==> src/sv/mep_pkg.sv <==
// Shared types and constants for the midpoint ellipse plotter.
// No dependencies; imported by the interfaces and every module of the block.
package mep_pkg;

    localparam int COORD_BITS_DEF  = 16;
    localparam int RADIUS_BITS_DEF = 12;
    localparam int ERROR_BITS_DEF  = 48;

    localparam int PIXEL_BITS   = 12;
    localparam int COLOR_BITS   = 32;
    localparam int FRAME_BITS   = 13;
    localparam int CFG_IDX_BITS = 1;
    localparam int NPOINTS      = 4;

    localparam logic [FRAME_BITS-1:0] FRAME_MAX     = 13'd4096;
    localparam logic [FRAME_BITS-1:0] FRAME_W_RESET = 13'd640;
    localparam logic [FRAME_BITS-1:0] FRAME_H_RESET = 13'd480;

    localparam logic [CFG_IDX_BITS-1:0] CFG_FRAME_WIDTH  = 1'b0;
    localparam logic [CFG_IDX_BITS-1:0] CFG_FRAME_HEIGHT = 1'b1;

    localparam logic OP_START = 1'b0;
    localparam logic OP_STEP  = 1'b1;

    typedef enum logic [1:0] {
        PH_IDLE,
        PH_ARC,
        PH_TAIL
    } t_phase;

    typedef enum logic [2:0] {
        S_IDLE,
        S_MUL1,
        S_MUL2,
        S_MUL3,
        S_UPDX,
        S_UPDY,
        S_EMIT
    } t_state;

    typedef struct packed {
        logic start;
        logic mul1;
        logic mul2;
        logic mul3;
        logic arc_step;
        logic tail_step;
        logic upd_x;
        logic upd_y;
        logic emit;
    } t_cmd;

    typedef struct packed {
        t_phase phase;
        logic   mask_empty;
    } t_status;

endpackage

==> src/sv/mep_in_if.sv <==
// Request channel of the ellipse plotter: valid, ready and the start/step payload.
// Depends on mep_pkg for default widths and the color width.
interface mep_in_if import mep_pkg::*; #(
    parameter int COORD_BITS  = COORD_BITS_DEF,
    parameter int RADIUS_BITS = RADIUS_BITS_DEF
);
    logic                          valid;
    logic                          ready;
    logic                          op;
    logic signed [COORD_BITS-1:0]  center_x;
    logic signed [COORD_BITS-1:0]  center_y;
    logic        [RADIUS_BITS-1:0] radius_a;
    logic        [RADIUS_BITS-1:0] radius_b;
    logic        [COLOR_BITS-1:0]  color;

    modport source (
        output valid, op, center_x, center_y, radius_a, radius_b, color,
        input  ready
    );

    modport sink (
        input  valid, op, center_x, center_y, radius_a, radius_b, color,
        output ready
    );
endinterface

==> src/sv/mep_out_if.sv <==
// Point channel of the ellipse plotter: valid, ready and one in-frame point.
// Depends on mep_pkg for the pixel and color widths.
interface mep_out_if import mep_pkg::*; ();
    logic                  valid;
    logic                  ready;
    logic [PIXEL_BITS-1:0] pixel_x;
    logic [PIXEL_BITS-1:0] pixel_y;
    logic [COLOR_BITS-1:0] pixel_color;
    logic                  last;
    logic                  done_res;

    modport source (
        output valid, pixel_x, pixel_y, pixel_color, last, done_res,
        input  ready
    );

    modport sink (
        input  valid, pixel_x, pixel_y, pixel_color, last, done_res,
        output ready
    );
endinterface

==> src/sv/midpoint_ellipse_plotter_top.sv <==
// Midpoint ellipse plotter, top level: a start request loads center, radii and
// color in the accept, then S_MUL1 and S_MUL2 multiply and S_MUL3 adds, with no
// points; an arc step runs the accept, the error update in S_UPDX and S_UPDY and
// S_EMIT for its n (0..4) in-frame points, a tail step the accept and S_EMIT for
// its n (0..2). The point sequencer loads one point per cycle into the output
// register unless the output stalls; a stalled output adds its wait. Depends on
// mep_pkg, mep_in_if, mep_out_if, mep_ctrl and mep_datapath.
module midpoint_ellipse_plotter_top import mep_pkg::*; #(
    parameter int COORD_BITS  = COORD_BITS_DEF,
    parameter int RADIUS_BITS = RADIUS_BITS_DEF,
    parameter int ERROR_BITS  = ERROR_BITS_DEF
) (
    input  logic                    i_clk,
    input  logic                    i_rst_n,
    mep_in_if.sink                  i_in,
    mep_out_if.source               o_out,
    input  logic                    i_cfg_we,
    input  logic [CFG_IDX_BITS-1:0] i_cfg_idx,
    input  logic [FRAME_BITS-1:0]   i_cfg_data
);

    t_cmd    w_cmd;
    t_status w_status;
    logic    w_in_ready;

    assign i_in.ready = w_in_ready;

    mep_ctrl u_ctrl (
        .i_clk      (i_clk),
        .i_rst_n    (i_rst_n),
        .i_in_valid (i_in.valid),
        .i_in_op    (i_in.op),
        .i_status   (w_status),
        .o_in_ready (w_in_ready),
        .o_cmd      (w_cmd)
    );

    mep_datapath #(
        .COORD_BITS  (COORD_BITS),
        .RADIUS_BITS (RADIUS_BITS),
        .ERROR_BITS  (ERROR_BITS)
    ) u_datapath (
        .i_clk         (i_clk),
        .i_rst_n       (i_rst_n),
        .i_cmd         (w_cmd),
        .o_status      (w_status),
        .i_cfg_we      (i_cfg_we),
        .i_cfg_idx     (i_cfg_idx),
        .i_cfg_data    (i_cfg_data),
        .i_center_x    (i_in.center_x),
        .i_center_y    (i_in.center_y),
        .i_radius_a    (i_in.radius_a),
        .i_radius_b    (i_in.radius_b),
        .i_color       (i_in.color),
        .i_ready       (o_out.ready),
        .o_valid       (o_out.valid),
        .o_pixel_x     (o_out.pixel_x),
        .o_pixel_y     (o_out.pixel_y),
        .o_pixel_color (o_out.pixel_color),
        .o_last        (o_out.last),
        .o_done_res    (o_out.done_res)
    );

endmodule

==> src/sv/mep_ctrl.sv <==
// Sequencer of the ellipse plotter: takes requests and issues datapath commands.
// Depends on mep_pkg for the state, phase, command and status types.
module mep_ctrl import mep_pkg::*; (
    input  logic    i_clk,
    input  logic    i_rst_n,
    input  logic    i_in_valid,
    input  logic    i_in_op,
    input  t_status i_status,
    output logic    o_in_ready,
    output t_cmd    o_cmd
);

    t_state r_state;
    t_state n_state;

    always_ff @(posedge i_clk) begin
        if (!i_rst_n) begin
            r_state <= S_IDLE;
        end else begin
            r_state <= n_state;
        end
    end

    always_comb begin
        n_state    = r_state;
        o_cmd      = '0;
        o_in_ready = 1'b0;
        unique case (r_state)
            S_IDLE: begin
                o_in_ready = 1'b1;
                if (i_in_valid) begin
                    if (i_in_op == OP_START) begin
                        o_cmd.start = 1'b1;
                        n_state     = S_MUL1;
                    end else begin
                        unique case (i_status.phase)
                            PH_ARC: begin
                                o_cmd.arc_step = 1'b1;
                                n_state        = S_UPDX;
                            end
                            PH_TAIL: begin
                                o_cmd.tail_step = 1'b1;
                                n_state         = S_EMIT;
                            end
                            default: ;
                        endcase
                    end
                end
            end
            S_MUL1: begin
                o_cmd.mul1 = 1'b1;
                n_state    = S_MUL2;
            end
            S_MUL2: begin
                o_cmd.mul2 = 1'b1;
                n_state    = S_MUL3;
            end
            S_MUL3: begin
                o_cmd.mul3 = 1'b1;
                n_state    = S_IDLE;
            end
            S_UPDX: begin
                o_cmd.upd_x = 1'b1;
                n_state     = S_UPDY;
            end
            S_UPDY: begin
                o_cmd.upd_y = 1'b1;
                n_state     = S_EMIT;
            end
            S_EMIT: begin
                o_cmd.emit = 1'b1;
                if (i_status.mask_empty) begin
                    n_state = S_IDLE;
                end
            end
            default: begin
                n_state = S_IDLE;
            end
        endcase
    end

endmodule

==> src/sv/mep_datapath.sv <==
// Datapath of the ellipse plotter: ellipse state, error terms, point capture,
// clipping, frame registers and the output register. Depends on mep_pkg.
module mep_datapath import mep_pkg::*; #(
    parameter int COORD_BITS  = COORD_BITS_DEF,
    parameter int RADIUS_BITS = RADIUS_BITS_DEF,
    parameter int ERROR_BITS  = ERROR_BITS_DEF
) (
    input  logic                          i_clk,
    input  logic                          i_rst_n,
    input  t_cmd                          i_cmd,
    output t_status                       o_status,
    input  logic                          i_cfg_we,
    input  logic [CFG_IDX_BITS-1:0]       i_cfg_idx,
    input  logic [FRAME_BITS-1:0]         i_cfg_data,
    input  logic signed [COORD_BITS-1:0]  i_center_x,
    input  logic signed [COORD_BITS-1:0]  i_center_y,
    input  logic        [RADIUS_BITS-1:0] i_radius_a,
    input  logic        [RADIUS_BITS-1:0] i_radius_b,
    input  logic        [COLOR_BITS-1:0]  i_color,
    input  logic                          i_ready,
    output logic                          o_valid,
    output logic [PIXEL_BITS-1:0]         o_pixel_x,
    output logic [PIXEL_BITS-1:0]         o_pixel_y,
    output logic [COLOR_BITS-1:0]         o_pixel_color,
    output logic                          o_last,
    output logic                          o_done_res
);

    localparam int OW   = RADIUS_BITS + 2;
    localparam int XW0  = (COORD_BITS > OW) ? COORD_BITS : OW;
    localparam int XW   = ((XW0 > FRAME_BITS) ? XW0 : FRAME_BITS) + 1;
    localparam int PW   = OW + 2 * RADIUS_BITS + 1;
    localparam int SELW = $clog2(NPOINTS);
    localparam logic [NPOINTS-1:0] TAIL_MASK = 4'b0101;

    logic signed [COORD_BITS-1:0]    r_cx;
    logic signed [COORD_BITS-1:0]    r_cy;
    logic        [RADIUS_BITS-1:0]   r_a;
    logic        [RADIUS_BITS-1:0]   r_b;
    logic        [COLOR_BITS-1:0]    r_color;
    logic signed [OW-1:0]            r_ox;
    logic signed [OW-1:0]            r_oy;
    logic        [2*RADIUS_BITS-1:0] r_a2;
    logic        [2*RADIUS_BITS-1:0] r_b2;
    logic signed [ERROR_BITS-1:0]    r_sx;
    logic signed [ERROR_BITS-1:0]    r_sy;
    logic signed [ERROR_BITS-1:0]    r_err;
    logic signed [ERROR_BITS-1:0]    r_dx;
    logic signed [ERROR_BITS-1:0]    r_dy;
    logic                            r_c1;
    logic                            r_c2;
    logic                            r_fin;
    t_phase                          r_phase;
    logic        [NPOINTS-1:0]       r_mask;
    logic        [PIXEL_BITS-1:0]    r_px [NPOINTS];
    logic        [PIXEL_BITS-1:0]    r_py [NPOINTS];
    logic        [FRAME_BITS-1:0]    r_fw;
    logic        [FRAME_BITS-1:0]    r_fh;
    logic                            r_ov;
    logic        [PIXEL_BITS-1:0]    r_opx;
    logic        [PIXEL_BITS-1:0]    r_opy;
    logic        [COLOR_BITS-1:0]    r_ocolor;
    logic                            r_olast;
    logic                            r_odone;

    logic signed [OW-1:0]            n_oy_inc;
    logic signed [OW-1:0]            n_oy_fin;
    logic signed [OW-1:0]            w_b_s;
    logic signed [OW-1:0]            w_xo;
    logic signed [OW-1:0]            w_yo;
    logic signed [OW-1:0]            w_k;
    logic signed [PW-1:0]            w_prod;
    logic signed [ERROR_BITS-1:0]    w_e2;
    logic signed [ERROR_BITS-1:0]    n_sx;
    logic signed [ERROR_BITS-1:0]    n_sy;
    logic        [FRAME_BITS-1:0]    w_lw;
    logic        [FRAME_BITS-1:0]    w_lh;
    logic signed [XW-1:0]            w_cx;
    logic signed [XW-1:0]            w_cy;
    logic signed [XW-1:0]            w_xoe;
    logic signed [XW-1:0]            w_yoe;
    logic signed [XW-1:0]            w_x [NPOINTS];
    logic signed [XW-1:0]            w_y [NPOINTS];
    logic        [NPOINTS-1:0]       w_in;
    logic        [NPOINTS-1:0]       n_mask_cap;
    logic        [SELW-1:0]          w_sel;
    logic        [NPOINTS-1:0]       n_mask_rest;
    logic                            w_load;
    logic                            w_capture;

    assign n_oy_inc = r_oy + OW'(1);
    assign n_oy_fin = r_c2 ? n_oy_inc : r_oy;
    assign w_b_s    = $signed({2'b00, r_b});
    assign w_xo     = i_cmd.tail_step ? '0 : r_ox;
    assign w_yo     = i_cmd.tail_step ? n_oy_inc : r_oy;

    assign w_k    = $signed({{(OW-1){1'b0}}, 1'b1}) - $signed({1'b0, r_a, 1'b0});
    assign w_prod = PW'(w_k) * PW'($signed({1'b0, r_b2}));

    assign w_e2 = r_err <<< 1;
    assign n_sx = r_sx + r_dx;
    assign n_sy = r_sy + r_dy;

    assign w_lw = (r_fw > FRAME_MAX) ? FRAME_MAX : r_fw;
    assign w_lh = (r_fh > FRAME_MAX) ? FRAME_MAX : r_fh;

    assign w_cx  = XW'(r_cx);
    assign w_cy  = XW'(r_cy);
    assign w_xoe = XW'(w_xo);
    assign w_yoe = XW'(w_yo);

    assign w_x[0] = w_cx - w_xoe;
    assign w_y[0] = w_cy + w_yoe;
    assign w_x[1] = w_cx + w_xoe;
    assign w_y[1] = w_cy + w_yoe;
    assign w_x[2] = w_cx + w_xoe;
    assign w_y[2] = w_cy - w_yoe;
    assign w_x[3] = w_cx - w_xoe;
    assign w_y[3] = w_cy - w_yoe;

    always_comb begin
        for (int i = 0; i < NPOINTS; i++) begin
            w_in[i] = !w_x[i][XW-1] && !w_y[i][XW-1]
                   && ($unsigned(w_x[i]) < XW'(w_lw))
                   && ($unsigned(w_y[i]) < XW'(w_lh));
        end
    end

    assign n_mask_cap = i_cmd.tail_step ? (w_in & TAIL_MASK) : w_in;
    assign w_capture  = i_cmd.arc_step || i_cmd.tail_step;

    always_comb begin
        w_sel = '0;
        for (int i = NPOINTS - 1; i >= 0; i--) begin
            if (r_mask[i]) begin
                w_sel = SELW'(i);
            end
        end
    end

    assign n_mask_rest = r_mask & ~(NPOINTS'(1) << w_sel);
    assign w_load      = i_cmd.emit && (r_mask != '0) && (!r_ov || i_ready);

    always_ff @(posedge i_clk) begin
        if (!i_rst_n) begin
            r_fw <= FRAME_W_RESET;
            r_fh <= FRAME_H_RESET;
        end else if (i_cfg_we) begin
            unique case (i_cfg_idx)
                CFG_FRAME_WIDTH:  r_fw <= i_cfg_data;
                CFG_FRAME_HEIGHT: r_fh <= i_cfg_data;
                default: ;
            endcase
        end
    end

    // ellipse state, error terms and captured points
    always_ff @(posedge i_clk) begin
        if (i_cmd.start) begin
            r_cx    <= i_center_x;
            r_cy    <= i_center_y;
            r_a     <= i_radius_a;
            r_b     <= i_radius_b;
            r_color <= i_color;
            r_ox    <= OW'(-$signed({2'b00, i_radius_a}));
            r_oy    <= '0;
        end
        if (i_cmd.mul1) begin
            r_a2 <= (2*RADIUS_BITS)'(r_a) * (2*RADIUS_BITS)'(r_a);
            r_b2 <= (2*RADIUS_BITS)'(r_b) * (2*RADIUS_BITS)'(r_b);
        end
        if (i_cmd.mul2) begin
            r_sx <= ERROR_BITS'(w_prod);
            r_sy <= ERROR_BITS'(r_a2);
            r_dx <= ERROR_BITS'({r_b2, 1'b0});
            r_dy <= ERROR_BITS'({r_a2, 1'b0});
        end
        if (i_cmd.mul3) begin
            r_err <= r_sx + r_sy;
        end
        if (i_cmd.arc_step) begin
            r_c1  <= (w_e2 >= r_sx);
            r_c2  <= (r_sy >= w_e2);
            r_fin <= 1'b0;
        end
        if (i_cmd.upd_x && r_c1) begin
            r_ox  <= r_ox + OW'(1);
            r_sx  <= n_sx;
            r_err <= r_err + n_sx;
        end
        if (i_cmd.upd_y) begin
            if (r_c2) begin
                r_oy  <= n_oy_inc;
                r_sy  <= n_sy;
                r_err <= r_err + n_sy;
            end
            if (!r_ox[OW-1] && (r_ox != '0) && (n_oy_fin >= w_b_s)) begin
                r_fin <= 1'b1;
            end
        end
        if (i_cmd.tail_step) begin
            r_oy  <= n_oy_inc;
            r_fin <= (n_oy_inc >= w_b_s);
        end
        if (w_capture) begin
            for (int i = 0; i < NPOINTS; i++) begin
                r_px[i] <= w_x[i][PIXEL_BITS-1:0];
                r_py[i] <= w_y[i][PIXEL_BITS-1:0];
            end
        end
    end

    always_ff @(posedge i_clk) begin
        if (!i_rst_n) begin
            r_phase <= PH_IDLE;
        end else if (i_cmd.start) begin
            r_phase <= PH_ARC;
        end else if (i_cmd.upd_y && !r_ox[OW-1] && (r_ox != '0)) begin
            r_phase <= (n_oy_fin < w_b_s) ? PH_TAIL : PH_IDLE;
        end else if (i_cmd.tail_step && (n_oy_inc >= w_b_s)) begin
            r_phase <= PH_IDLE;
        end
    end

    // pending points and output register
    always_ff @(posedge i_clk) begin
        if (!i_rst_n) begin
            r_mask <= '0;
            r_ov   <= 1'b0;
        end else begin
            if (w_capture) begin
                r_mask <= n_mask_cap;
            end else if (w_load) begin
                r_mask <= n_mask_rest;
            end
            if (w_load) begin
                r_ov <= 1'b1;
            end else if (i_ready) begin
                r_ov <= 1'b0;
            end
        end
    end

    always_ff @(posedge i_clk) begin
        if (w_load) begin
            r_opx    <= r_px[w_sel];
            r_opy    <= r_py[w_sel];
            r_ocolor <= r_color;
            r_olast  <= (n_mask_rest == '0);
            r_odone  <= (n_mask_rest == '0) && r_fin;
        end
    end

    assign o_status.phase      = r_phase;
    assign o_status.mask_empty = (r_mask == '0);

    assign o_valid       = r_ov;
    assign o_pixel_x     = r_opx;
    assign o_pixel_y     = r_opy;
    assign o_pixel_color = r_ocolor;
    assign o_last        = r_olast;
    assign o_done_res    = r_odone;

    a_start_arc: assert property (@(posedge i_clk) disable iff (!i_rst_n)
        i_cmd.start |=> r_phase == PH_ARC)
        else $error("phase not arc after start");

    a_tail_mask: assert property (@(posedge i_clk) disable iff (!i_rst_n)
        i_cmd.tail_step |=> !r_mask[1] && !r_mask[3])
        else $error("tail step captured an off-axis point");

    a_load_cmd: assert property (@(posedge i_clk) disable iff (!i_rst_n)
        $rose(r_ov) |-> $past(i_cmd.emit))
        else $error("point loaded outside emit");

    a_done_last: assert property (@(posedge i_clk) disable iff (!i_rst_n)
        (r_ov && r_odone) |-> r_olast)
        else $error("done without last");

endmodule

==> src/flat_wrapper.sv <==
// flat-port wrapper written by rule: the top's interface ports become plain ports
module midpoint_ellipse_plotter_top_flat import mep_pkg::*;
#(
    parameter int COORD_BITS  = COORD_BITS_DEF,
    parameter int RADIUS_BITS = RADIUS_BITS_DEF,
    parameter int ERROR_BITS  = ERROR_BITS_DEF
)
  (i_clk, i_rst_n, i_cfg_we, i_cfg_idx, i_cfg_data, i_in_valid, i_in_op, i_in_center_x, i_in_center_y, i_in_radius_a, i_in_radius_b, i_in_color, i_in_ready, o_out_valid, o_out_pixel_x, o_out_pixel_y, o_out_pixel_color, o_out_last, o_out_done_res, o_out_ready);
  mep_in_if #(.COORD_BITS(COORD_BITS), .RADIUS_BITS(RADIUS_BITS)) i_in_i ();
  mep_out_if o_out_i ();
  input  logic i_clk;
  input  logic i_rst_n;
  input  logic i_cfg_we;
  input  logic [CFG_IDX_BITS-1:0] i_cfg_idx;
  input  logic [FRAME_BITS-1:0] i_cfg_data;
  input wire logic [$bits(i_in_i.valid)-1:0] i_in_valid;
  input wire logic [$bits(i_in_i.op)-1:0] i_in_op;
  input wire logic [$bits(i_in_i.center_x)-1:0] i_in_center_x;
  input wire logic [$bits(i_in_i.center_y)-1:0] i_in_center_y;
  input wire logic [$bits(i_in_i.radius_a)-1:0] i_in_radius_a;
  input wire logic [$bits(i_in_i.radius_b)-1:0] i_in_radius_b;
  input wire logic [$bits(i_in_i.color)-1:0] i_in_color;
  output wire logic [$bits(i_in_i.ready)-1:0] i_in_ready;
  output wire logic [$bits(o_out_i.valid)-1:0] o_out_valid;
  output wire logic [$bits(o_out_i.pixel_x)-1:0] o_out_pixel_x;
  output wire logic [$bits(o_out_i.pixel_y)-1:0] o_out_pixel_y;
  output wire logic [$bits(o_out_i.pixel_color)-1:0] o_out_pixel_color;
  output wire logic [$bits(o_out_i.last)-1:0] o_out_last;
  output wire logic [$bits(o_out_i.done_res)-1:0] o_out_done_res;
  input wire logic [$bits(o_out_i.ready)-1:0] o_out_ready;
  assign i_in_i.valid = i_in_valid;
  assign i_in_i.op = i_in_op;
  assign i_in_i.center_x = i_in_center_x;
  assign i_in_i.center_y = i_in_center_y;
  assign i_in_i.radius_a = i_in_radius_a;
  assign i_in_i.radius_b = i_in_radius_b;
  assign i_in_i.color = i_in_color;
  assign i_in_ready = i_in_i.ready;
  assign o_out_valid = o_out_i.valid;
  assign o_out_pixel_x = o_out_i.pixel_x;
  assign o_out_pixel_y = o_out_i.pixel_y;
  assign o_out_pixel_color = o_out_i.pixel_color;
  assign o_out_last = o_out_i.last;
  assign o_out_done_res = o_out_i.done_res;
  assign o_out_i.ready = o_out_ready;
  midpoint_ellipse_plotter_top #(.COORD_BITS(COORD_BITS), .RADIUS_BITS(RADIUS_BITS), .ERROR_BITS(ERROR_BITS)) u_core (.i_clk(i_clk), .i_rst_n(i_rst_n), .i_in(i_in_i), .o_out(o_out_i), .i_cfg_we(i_cfg_we), .i_cfg_idx(i_cfg_idx), .i_cfg_data(i_cfg_data));
endmodule
==> config.mk <==
export PLATFORM = sky130hd
export DESIGN_NAME = midpoint_ellipse_plotter_top_flat
export DESIGN_NICKNAME = d
export VERILOG_FILES = /design/src/sv/mep_pkg.sv /design/src/sv/mep_in_if.sv /design/src/sv/mep_out_if.sv /design/src/sv/midpoint_ellipse_plotter_top.sv /design/src/sv/mep_ctrl.sv /design/src/sv/mep_datapath.sv /design/src/flat_wrapper.sv
export SDC_FILE = /design/constraint.sdc
export NUM_CORES = 2
export LEC_CHECK = 0
export BUFFER_PORTS_ARGS = -buffer_cell sky130_fd_sc_hd__buf_4
export CORE_MARGIN = 2
export CORE_UTILIZATION = 40
export DETAILED_ROUTE_END_ITERATION = 12
export PLACE_DENSITY_LB_ADDON = 0.3
export SLEW_MARGIN = 25
export SYNTH_ARGS = -nofsm -noshare
export SYNTH_HDL_FRONTEND = slang
export SYNTH_HIERARCHICAL = 1
export SYNTH_SLANG_ARGS = --single-unit
==> constraint.sdc <==
create_clock -name i_clk -period 7.5 [get_ports i_clk]
set_clock_uncertainty 0.2 [all_clocks]
set_input_delay 1.5 -clock i_clk [delete_from_list [all_inputs] [get_ports i_clk]]
set_output_delay 1.5 -clock i_clk [all_outputs]
set_load 0.05 [all_outputs]
==> flow_metrics.env <==
export IMPL_synth_area_leaders="edfxtp_1, fa_1, ha_1"
export IMPL_whs_path_depth=0
export IMPL_finalHoldViolCount=0
export IMPL_area_growth_pct=13.0
export IMPL_maxCapViolCount=0
export IMPL_synth_compound_area_share_pct=15.3
export IMPL_yosys_area_share_simple_pct=14.4
export IMPL_finalCritPeriodShare_pct=105
export IMPL_drive_above_1_share_pct=10.2
export IMPL_htreeDepth=2
export IMPL_r2r_end="u_core/u_datapath/r_sx[44]"
export IMPL_ff2ff_path_depth=30
export IMPL_failed_checks="negative setup slack"
export IMPL_dieWidth_um=371
export IMPL_port_buffers=167
export IMPL_placeableCoreArea_um2=133000
export IMPL_slew_violations=0
export IMPL_synth_area_um2=53800
export IMPL_r2r_start="u_core/u_datapath/r_a[5]"
export IMPL_worst_slew_pin_slew_ps=992
export IMPL_drtIter0Drc=3038
export IMPL_yosysWarnings=6
export IMPL_synth_cell_type_count=95
export IMPL_end_kind="register"
export IMPL_synth_cells=5881
export IMPL_final_util_pct=45.5
export IMPL_synthMuxAreaShare_pct=1.39
export IMPL_crit_family="adder cells"
export IMPL_cts_reportedPaths_clkPinSlew_ps=70
export IMPL_root_buffer="clkbuf_16"
export IMPL_die_area_um2=137000
export IMPL_grt_pass1_vias=42370
export IMPL_nets=7303
export IMPL_drt_wl_total_um=146000
export IMPL_design_area_um2=60700
export IMPL_cp_max_fo=7
export IMPL_worstSetupPathType="reg -> reg"
export IMPL_startpoint_type="register"
export IMPL_ys_flop_type="edfxtp_1"
export IMPL_synth_top_cell_by_area="edfxtp_1"
export IMPL_post_dp_cell_area_um2=58000
export IMPL_synth_top_family_by_area="adder cells"
export IMPL_start_util_pct=40.3
export IMPL_cp_data_required_time_ps=7720
export IMPL_synthXorXnorAreaFrac_pct=6.18
export IMPL_reg2reg_setup_slack_ps=-360
export IMPL_final_setup_viol_count=20
export IMPL_syn_area_per_cell_um2=9.14
export IMPL_row_count=134
export IMPL_period_needed_ps=7860
export IMPL_setup_ws_ps=-360
export IMPL_fmax_mhz=127
export IMPL_cp_slowest_cell="or4_4"
export IMPL_wire_per_inst_um=18.4
export IMPL_vias_per_cell=5.35
export IMPL_grt_max_degree=74
export IMPL_cp_arrival_ps=8080
export IMPL_final_antenna_net_count=0
export IMPL_synth_fa_ha_area_share_pct=31.3
export IMPL_gp_congestion=0.941
export IMPL_drc=0
export IMPL_cts_tree="done"
export IMPL_layout_common_cells="inv_1, ha_1, nand2_1"
export IMPL_grtUsageTotal_pct=21.0
export IMPL_slew_headroom_pct=33.9
export IMPL_path_buf_inv=7
export IMPL_dpl_hpwl_um=118000
export IMPL_holdBufCountCts=0
export IMPL_insertion_delay_ps=720
export IMPL_hold_class="reg -> reg"
export IMPL_layout_commonest_cell="inv_1"
export IMPL_slowest_delay_ps=570
export IMPL_holdPathEnd="u_core/u_datapath/o_pixel_color[20]"
export IMPL_ys_ff_latch=495
export IMPL_fillers=12890
export IMPL_die_h_um=371
export IMPL_crit_top_cell="fa_1"
export IMPL_min_from="u_core/u_datapath/r_color[20]"
export IMPL_antenna_found_initial=9
export IMPL_rsz0062_at_grt="yes"
export IMPL_synth_top_area_share_pct=19.6
export IMPL_status="finished, violations left"
export IMPL_grt_overflow_total=0
export IMPL_synth_edf_count=350
export IMPL_io_pins=168
export IMPL_cts_buffers_inserted=61
export IMPL_first_pass_iters=5
export IMPL_grt_pass1_wl_um=230000
export IMPL_num_vias=42375
export IMPL_ys_async_sr_fraction_pct=0
export IMPL_yosysSeqAreaShare_pct=25.0
export IMPL_cts_buffer_depth=3
export IMPL_clock_sinks=495
[stage by stage]
stage | std cells | hold WS [ps] | setup WS (ps) | setup TNS [ps]
after floorplan | 5890 | 200 | -122 | -500
after global placement | 7791 | 200 | -422 | -6250
after detailed placement | 7791 | 205 | -550 | -7500
after CTS | 7915 | 210 | -383 | -4960
after global routing | 7925 | 219 | -605 | -10770
final | 7925 | 216 | -360 | -4260
[worst register-to-register path, delay by kind of cell (launching register included)]
family	cells	cell delay (ps)
multiplexers	1	260
XOR/XNOR	1	190
AO/OA/AOI/OAI	6	1140
adder cells (fa/ha/maj)	7	3200
flip-flops	1	390
AND/OR/NAND/NOR	8	1430
buffers and inverters	7	760
[sequential cells by signal, indices dropped and copies added, names as in the netlist, 13 cells and up]
| register | count |
|---|---|
| u_core/u_datapath/r_cx | 16 |
| u_core/u_datapath/r_sx | 48 |
| u_core/u_datapath/r_a2 | 23 |
| u_core/u_datapath/r_cy | 16 |
| u_core/u_datapath/r_b2 | 23 |
| u_core/u_datapath/r_py | 23 |
| u_core/u_datapath/r_color | 32 |
| u_core/u_datapath/r_fh | 13 |
| u_core/u_datapath/r_px | 24 |
| u_core/u_datapath/o_pixel_color | 32 |
| u_core/u_datapath/r_sy | 48 |
| u_core/u_datapath/r_ox | 14 |
| u_core/u_datapath/r_fw | 13 |
| u_core/u_datapath/r_dy | 23 |
| u_core/u_datapath/r_err | 47 |
| u_core/u_datapath/r_oy | 14 |
| u_core/u_datapath/r_dx | 23 |
[final cells by class]
type,instances,area [um2],area share (%)
Antenna cell,1,2.50,0.00412
Clock buffer,70,1560,2.57
Clock inverter,44,546,0.898
Inverter,730,2740,4.51
Multi-Input combinational cell,4473,37500,61.8
Sequential cell,495,13400,22.1
Tap cell,1768,2210,3.64
Timing Repair Buffer,344,2730,4.49
[cell usage after synthesis, drive strengths merged, types with 10 or more instances]
| master | instances |
|---|---|
| inv | 722 |
| ha | 667 |
| nand2 | 608 |
| fa | 423 |
| nor2 | 363 |
| a21oi | 351 |
| edfxtp | 350 |
| o21ai | 309 |
| xnor2 | 258 |
| clkbuf | 174 |
| a21o | 168 |
| and2 | 162 |
| dfxtp | 145 |
| xor2 | 119 |
| nand3 | 95 |
| nor3 | 74 |
| nand2b | 73 |
| nand4 | 58 |
| nor2b | 58 |
| o31ai | 55 |
| a31oi | 50 |
| o21a | 48 |
| o21bai | 48 |
| o211ai | 45 |
| and3 | 42 |
| mux2i | 41 |
| a211oi | 39 |
| a21boi | 33 |
| mux2 | 30 |
| nor4 | 21 |
| or3 | 20 |
| buf | 19 |
| or2 | 19 |
| o22ai | 16 |
| nand3b | 11 |
| o41ai | 11 |
| and4 | 10 |
[per-layer routing]
metal	wire (um)	share of wire [%]	vias to the layer above	global-route usage (%)
met3	8120	5.6	199	3.05
met2	67100	46	959	34.5
met1	67600	46	20579	29.2
li1	-	-	20624	-
met4	3230	2.2	14	5.00
met5	91	0.062	-	0
[worst max path at each step]
stage,from,to,slack (ps),depth (start not counted)
global placement,u_core/u_datapath/r_a[5],u_core/u_datapath/r_sx[42],-420,27
global route,u_core/u_datapath/r_a[5],u_core/u_datapath/r_sx[44],-600,30
CTS,u_core/u_datapath/r_a[5],u_core/u_datapath/r_sx[44],-380,30
floorplan,u_core/u_datapath/r_a[4],u_core/u_datapath/r_sx[47],-120,30
detailed placement,u_core/u_datapath/r_a[5],u_core/u_datapath/r_sx[44],-550,27
finish,u_core/u_datapath/r_a[5],u_core/u_datapath/r_sx[44],-360,30
[what timing repair did]
item,4_1_cts,5_1_grt
gates cloned,1,0
setup buffers,9,10
gates resized for setup,49,47
pin swaps,20,24
endpoints found under the setup margin,25,29
[cells by family after synthesis]
kind of cell,count (synthesis)
XOR/XNOR,378
AND/OR/NAND/NOR,1638
flip-flops,495
adder cells (fa/ha/maj),1090
other,2
multiplexers,71
buffers and inverters,923
AO/OA/AOI/OAI,1284
Power is left out: the tool's default activity adds up to more than one toggle a clock period on the data nets, which glitch-free logic cannot reach.
